## config.mk

```make
export PLATFORM = sky130hd
export DESIGN_NAME = wesf_ctrl
export DESIGN_NICKNAME = d
export VERILOG_FILES = /design/src/hw/rtl/wesf_pkg.sv /design/src/hw/rtl/wesf_ctrl.sv
export SDC_FILE = /design/constraint.sdc
export NUM_CORES = 1
export LEC_CHECK = 0
export BUFFER_PORTS_ARGS = -buffer_cell sky130_fd_sc_hd__buf_2
export CAP_MARGIN = 20
export CORE_AREA = 2 2 39 41
export DETAILED_ROUTE_END_ITERATION = 8
export DIE_AREA = 0 0 41 43
export PLACE_DENSITY = 0.41
export SLEW_MARGIN = 0
export SYNTH_ARGS = -nofsm -noshare
export SYNTH_HDL_FRONTEND = slang
export SYNTH_SLANG_ARGS = --single-unit
```

## constraint.sdc

```tcl
create_clock -name i_clk -period 1.6 [get_ports i_clk]
set_clock_uncertainty 0.1 [all_clocks]
set_input_delay 0.08 -clock i_clk [delete_from_list [all_inputs] [get_ports i_clk]]
set_output_delay 0.08 -clock i_clk [all_outputs]
set_load 0.01 [all_outputs]
```

## src/hw/rtl/wesf_pkg.sv

```systemverilog
// ---------------------------------------------------------------------------
// wesf_pkg
// Shared widths, register indexes, reset values and the control/status
// structs of the weight stability filter.
// ---------------------------------------------------------------------------
package wesf_pkg;

    // Fixed-point format of the weight
    localparam int FRAC_BITS   = 16;
    localparam int SCALE_SHIFT = FRAC_BITS + 8;
    localparam int ALPHA_BITS  = 16;

    // Field and register widths
    localparam int W_RAW      = 24;
    localparam int W_WEIGHT   = 22;
    localparam int W_GAIN     = 24;
    localparam int W_ALPHA    = 17;
    localparam int W_TOL      = 22;
    localparam int W_NEED     = 4;
    localparam int W_COUNT    = 32;
    localparam int W_CFG_IDX  = 2;
    localparam int W_CFG_DATA = 24;

    // Shared multiplier: signed operands, full-width product
    localparam int MUL_W  = W_RAW + 1;
    localparam int PROD_W = 2 * MUL_W;

    localparam logic [W_WEIGHT-1:0] WEIGHT_MAX = {W_WEIGHT{1'b1}};
    localparam logic [W_ALPHA-1:0]  ALPHA_ONE  = W_ALPHA'(1) << ALPHA_BITS;
    localparam logic [PROD_W-1:0]   AVG_ROUND  = PROD_W'(1) << (ALPHA_BITS - 1);

    // Input word actions
    localparam logic ACT_SAMPLE = 1'b0;
    localparam logic ACT_TARE   = 1'b1;

    // Configuration register indexes
    localparam logic [W_CFG_IDX-1:0] CFG_SCALE_GAIN       = 2'd0;
    localparam logic [W_CFG_IDX-1:0] CFG_SMOOTHING_ALPHA  = 2'd1;
    localparam logic [W_CFG_IDX-1:0] CFG_STABLE_TOLERANCE = 2'd2;
    localparam logic [W_CFG_IDX-1:0] CFG_STABLE_NEEDED    = 2'd3;

    // Configuration reset values
    localparam logic [W_GAIN-1:0]  RST_SCALE_GAIN       = 24'd3698255;
    localparam logic [W_ALPHA-1:0] RST_SMOOTHING_ALPHA  = 17'd22938;
    localparam logic [W_TOL-1:0]   RST_STABLE_TOLERANCE = 22'd131;
    localparam logic [W_NEED-1:0]  RST_STABLE_NEEDED    = 4'd3;

    // Commands from the controller to the datapath
    typedef struct packed {
        logic capture;    // take an input word, apply a tare at once
        logic mul_scale;  // product of offset-corrected sample and gain
        logic check;      // clamp, count, stability run, first-sample load
        logic mul_avg;    // product of alpha and sample-to-average step
        logic avg;        // fold the product into the smoothed weight
        logic load_out;   // move the result into the output register
    } t_dp_cmd;

    // Status from the datapath to the controller
    typedef struct packed {
        logic is_tare;    // captured word is a tare command
        logic first;      // next sample loads the average directly
        logic out_free;   // output register can take a word this cycle
    } t_dp_status;

endpackage

```

## src/hw/rtl/wesf_ctrl.sv

```systemverilog
// ---------------------------------------------------------------------------
// wesf_ctrl
// Sequencer of the weight stability filter: steps one sample word through scale,
// check and, but for a first sample, average; the result goes to the output register.
// ---------------------------------------------------------------------------
module wesf_ctrl (
    input  logic                i_clk,
    input  logic                i_rst_n,
    input  logic                i_valid,
    output logic                o_stall,
    input  wesf_pkg::t_dp_status i_status,
    output wesf_pkg::t_dp_cmd    o_cmd
);

    localparam logic [2:0] S_IDLE  = 3'd0;
    localparam logic [2:0] S_MUL1  = 3'd1;
    localparam logic [2:0] S_CHECK = 3'd2;
    localparam logic [2:0] S_MUL2  = 3'd3;
    localparam logic [2:0] S_AVG   = 3'd4;
    localparam logic [2:0] S_OUT   = 3'd5;

    logic [2:0] r_state;
    logic [2:0] n_state;

    // Take a new word only while idle
    assign o_stall = (r_state != S_IDLE);

    // Next state and commands
    always_comb begin
        n_state = r_state;
        o_cmd   = '0;
        unique case (r_state)
            S_IDLE: begin
                if (i_valid) begin
                    o_cmd.capture = 1'b1;
                    n_state       = S_MUL1;
                end
            end
            S_MUL1: begin
                if (i_status.is_tare) begin
                    n_state = S_OUT;
                end else begin
                    o_cmd.mul_scale = 1'b1;
                    n_state         = S_CHECK;
                end
            end
            S_CHECK: begin
                o_cmd.check = 1'b1;
                n_state     = i_status.first ? S_OUT : S_MUL2;
            end
            S_MUL2: begin
                o_cmd.mul_avg = 1'b1;
                n_state       = S_AVG;
            end
            S_AVG: begin
                o_cmd.avg = 1'b1;
                n_state   = S_OUT;
            end
            S_OUT: begin
                if (i_status.out_free) begin
                    o_cmd.load_out = 1'b1;
                    n_state        = S_IDLE;
                end
            end
            default: begin
                n_state = S_IDLE;
            end
        endcase
    end

    // Advance the state
    always_ff @(posedge i_clk) begin
        if (!i_rst_n) begin
            r_state <= S_IDLE;
        end else begin
            r_state <= n_state;
        end
    end

endmodule

```

==> metrics, run 1 <==
fin. max-slew vios 0; Netlist cell types 18; IO Pins 13; crit path DAT 1270 ps; Detail Route Antenna Nets 0; Slew @ Worst Pin 357 ps; FF+latch area 60.1 um2; met3 Use GR 0.0628; Biggest register r_state; critical path class flop to output pin; global-route wire length before repair 883 um; register bit count reported by yosys 3; via/cell ratio 4.07; most frequent cells in the layout 12 x buf_2, 5 x nor2_1, 3 x clkbuf_4, 3 x dfxtp_1, 2 x nand2_1; largest family of logic cells by synthesized area simple AND/OR/NAND/NOR gates; RSZ-0062 raised after global routing false; Syn Std Cell Area 205 um2; final setup fails 0; total length of routed wires 488 um; Total GRT Usage 0.0742; wire length per cell 8.56 um; Max FO, Critical Path 9; cts bufs inserted 3; post-synthesis xor/xnor area fraction 0; post-synth top area share 0.293; Layout area overhead 51.2%; Highest Clock Rate 691 MHz; synth warn 0; Core Footprint 1380 um2; largest net degree at the start of global routing 10; Hold Vio Cnt, Final 0; PD cells 992 nW/um2; most used routing layer met1; Root Driver clkbuf_4; FP Rows 14; Port Buffer Count 12; Final Wtd Congestion 0.686; Crit. End Element output pin; worst min path class input port to flop; postcts setup bufs 0; Mapped Cells 25; post-CTS sizing 0; layout cells sized above 1 0.439; crit start category flop; TritonCTS clock tree built; # nets final 48; routing usage on met2 0.0938; Final min period 1450 ps; die area 1760 um2; starting density of the core 0.148; commonest non-fill, non-tap cell in the layout buf_2; Avg Inst Size Synth 8.21 um2; CP required 1420 ps; Final Worst Setup Slack 153 ps; simple-gate share of the synthesized area 0.402; Die W 41 um; top post-synthesis cells by area dfxtp_1 29%, nor2_1 9.1%, buf_6 5.5%; DP Wirelength 368 um; CTS Buffer Depth 2; drt drc 0; ant diodes 0; status finished clean; routed vias 232; hold buffers post-CTS 1; fin cells 57; post-synthesis sequential area ratio 0.293; placed cells 52; CTS HTree Levels 1; CP cell instances or3_4 > nor2_1 > buf_2; max cap viols 0; number of global-route vias before repair 210; slowest CP cell or3_4; proportion of synthesized area in mux cells 0; initial antenna violation count 0; met1 GRT Util 0.103; Largest register FFs 3; # clock sinks 3; worst stage delay on the critical path 420 ps; post-place setup slack 280 ps; Starting DRT DRC Count 1; clk slew on worst S/H paths 40 ps; multi-input logic area 130 um2; grt total ovfl 0; Final period util 0.904; biggest regs r_state x3; leading area contributor after synthesis dfxtp_1; Sum Neg Setup Slack 0 ps; DRT Pass-1 Iters 4; Static Leakage 0.168 nW; synthesized net count 31; Skew-Pair Late Insertion Delay 230 ps; Die Y 43 um; Synth Area in Adders 0; Slew HR 0.758; fillers 149; compound-cell area share of the yosys netlist 0.232; Worst VDD drop 491 uV
==> metal layers <==
metal / wire length [um] / vias up
met5: 0 / -
met4: 0 / 0
met3: 85 / 0
met2: 137 / 17
met1: 265 / 92
li1: - / 123
==> worst max-delay path, delay by kind of cell, from the launching register on <==
kind                   cells  cell delay (ps)
flip-flops                 1              380
buffers and inverters      1              130
AND/OR/NAND/NOR            2              520
==> final timing paths <==
path / startpoint / end / slack (ps) / cells after the start
hold / removal: i_status[1] / r_state[1] / 80 / 3
hold reg to reg: r_state[2] / r_state[2] / 540 / 2
setup / recovery: r_state[0] / o_cmd[5] / 150 / 3
setup reg to reg: r_state[0] / r_state[0] / 270 / 3
==> power breakdown <==
part,internal (mW),switching (mW)
Sequential,0.0834,0.0167
Clock,0.0932,0.0363
Combinational,0.0449,0.0333
Total,0.222,0.0863
==> synth_stat cells <==
| cell | n |
|---|---|
| a21oi_1 | 1 |
| a21o_2 | 1 |
| nor4b_1 | 1 |
| and3_1 | 1 |
| dfxtp_1 | 3 |
| buf_6 | 1 |
| nor2_1 | 5 |
| or3_4 | 1 |
| o21bai_1 | 1 |
| nand2_1 | 2 |
| o21a_1 | 1 |
| and3b_2 | 1 |
| nor2b_1 | 1 |
| inv_1 | 1 |
| nand2b_1 | 1 |
| nor3b_1 | 1 |
| o211a_1 | 1 |
| a2bb2oi_1 | 1 |
==> logic make-up (layout without fill, tap and decap cells) <==
family                 Yosys count  count (layout)
AND/OR/NAND/NOR                 14              14
AO/OA/AOI/OAI                    6               6
flip-flops                       3               3
buffers and inverters            2              18
==> through the flow <==
| step | area (um2) | total power [mW] | hold WS [ps] | util |
|---|---|---|---|---|
| 5_1_grt | 310 | 0.339 | 100 | 0.224 |
| 3_5_place_dp | 274 | 0.178 | 218 | 0.198 |
| 6_report | 310 | 0.308 | 77.9 | 0.224 |
| 4_1_cts | 310 | 0.314 | 71.2 | 0.224 |
| 2_1_floorplan | 205 | 0.155 | 97.5 | - |
| 3_3_place_gp | 274 | 0.179 | 227 | 0.198 |
==> final cells by class <==
| class | instances | area share |
|---|---|---|
| Timing Repair Buffer | 13 | 0.226 |
| Sequential cell | 3 | 0.194 |
| Multi-Input combinational cell | 20 | 0.419 |
| Inverter | 1 | 0.0121 |
| Tap cell | 16 | 0.0645 |
| Clock buffer | 4 | 0.0847 |
(Power assumes the default switching activity.)
==> inputs of run 2 (changes only) <==
BUFFER_PORTS_ARGS = -buffer_cell sky130_fd_sc_hd__buf_4   (was -buffer_cell sky130_fd_sc_hd__buf_2)
SETUP_SLACK_MARGIN = 0.3   (was not set)
==> run 2 against run 1 <==
Sequential cell count is the same. Critical path depth is the same. Utilization grew 7.4 points. Largest cell class unchanged. Cell count grew 7.0%. Power grew 15%. Critical path type unchanged. Register-to-register slack gained 50 ps. Maximum frequency grew 5.8%. Clock power is essentially flat. Count of clock-buffer cells in the layout is the same.
==> metrics, run 2 (same netlist as run 1, synthesis figures left out) <==
status finished clean; ant diodes 0; Total GRT Usage 0.0753; Critical path buffers and inverters 1; PD cells 860 nW/um2; crit start category flop; Clock power frac 0.365; worst min path class input port to flop; Core Footprint 1380 um2; Crit. End Element output pin; TritonCTS clock tree built; Area after DPL 304 um2; FP Rows 14; IO Pins 13; largest net degree at the start of global routing 10; RSZ-0062 raised after global routing true; starting density of the core 0.148; Final min period 1370 ps; Die W 41 um; CTS Buffer Depth 2; combinational share of power 0.357; DRT Pass-1 Iters 2; Slew HR 0.829; fin area 413 um2; total length of routed wires 577 um; Die Y 43 um; Slew @ Worst Pin 256 ps; Hold Vio Cnt, Final 0; final setup fails 0; critical path class flop to output pin; fillers 150; max cap viols 0; cts bufs inserted 3; wire length per cell 9.46 um; CP cell instances or3_4 > nor2_4 > buf_6; CP required 1420 ps; multi-input logic area 156 um2; biggest regs r_state x3; layout cells sized above 1 0.644; Final Worst Setup Slack 233 ps; Sum Neg Setup Slack 0 ps; slowest CP cell or3_4; die area 1760 um2; Reg power frac 0.278; Util after Layout 0.298; Final Wtd Congestion 0.592; sw frac 0.280; clk slew on worst S/H paths 30 ps; global-route wire length before repair 841 um; number of global-route vias before repair 199; Max FO, Critical Path 4; Largest register FFs 3; internal cell power 256 uW; grt total ovfl 0; cell family with most CP delay simple AND/OR/NAND/NOR gates; Highest Clock Rate 731 MHz; fin. max-slew vios 0; NetSw 99.3 uW; Static Leakage 0.206 nW; worst stage delay on the critical path 420 ps; post-place setup slack 300 ps; routed vias 246; Layout area overhead 101%; commonest non-fill, non-tap cell in the layout buf_4; Root Driver clkbuf_4; Port Buffer Count 12; FF+latch area 68.8 um2; # nets final 52; Biggest register r_state; # clock sinks 3; Worst VDD drop 440 uV; CTS HTree Levels 1; most frequent cells in the layout 14 x buf_4, 4 x nor2_1, 3 x clkbuf_4; drt drc 0; DP Wirelength 406 um; crit path DAT 1190 ps; Detail Route Antenna Nets 0; via/cell ratio 4.03; Final period util 0.855; initial antenna violation count 0; Starting DRT DRC Count 2; Skew-Pair Late Insertion Delay 230 ps
-- run 2: cell types whose count changed in the layout (fill, tap and decap cells not counted), moves of 2 or more --
cell	delta
dfxtp_1	-3
dfxtp_4	+2
buf_6	+2
buf_4	+14
buf_2	-12
-- run 2: path summary, 6_finish.rpt --
path	slack, ps	startpoint	end	cells after the start
max	230	r_state[2]	o_cmd[5]	3
min	60	i_status[1]	r_state[1]	3
max reg2reg	320	r_state[2]	r_state[0]	3
min reg2reg	520	r_state[2]	r_state[1]	2
-- run 2: layer usage --
| layer | GRT usage | share of wire | wire length (um) |
|---|---|---|---|
| met4 | 0.0400 | 0 | 0 |
| met3 | 0.0681 | 0.12 | 69 |
| met5 | 0 | 0 | 0 |
| met1 | 0.0932 | 0.50 | 289 |
| met2 | 0.0844 | 0.38 | 217 |
-- run 2: what timing repair did --
item,in CTS,in global routing
hold endpoints to repair,3,0
pin swaps,0,2
endpoints found under the setup margin,4,6
gates resized for setup,5,7
hold buffers,1,0
setup buffers,2,2
-- run 2: worst min-delay path, stage by stage --
cell     delay [ps]
buf_4            80
nor2b_1          30
o21a_1          150
-- run 2: power by group through the flow --
stage	combinational (mW)	sequential (mW)	clock, mW
2_1_floorplan	0.0623	0.0921	0
3_3_place_gp	0.0916	0.101	0
3_5_place_dp	0.0907	0.100	0
4_1_cts	0.0999	0.0999	0.135
5_1_grt	0.139	0.100	0.150
6_report	0.127	0.0985	0.130
-- run 2: stage by stage --
stage | power (mW) | instances | hold slack (ps)
6_report | 0.355 | 61 | 59.2
5_1_grt | 0.389 | 61 | 63.8
3_5_place_dp | 0.191 | 52 | 209
4_1_cts | 0.335 | 59 | 57.2
2_1_floorplan | 0.154 | 25 | 97.5
3_3_place_gp | 0.192 | 52 | 211
-- run 2: final cells by class --
cell class | count | share of cell area
Multi-Input combinational cell | 20 | 0.379
Sequential cell | 3 | 0.167
Inverter | 1 | 0.00909
Timing Repair Buffer | 17 | 0.333
Clock buffer | 4 | 0.0636
Tap cell | 16 | 0.0485
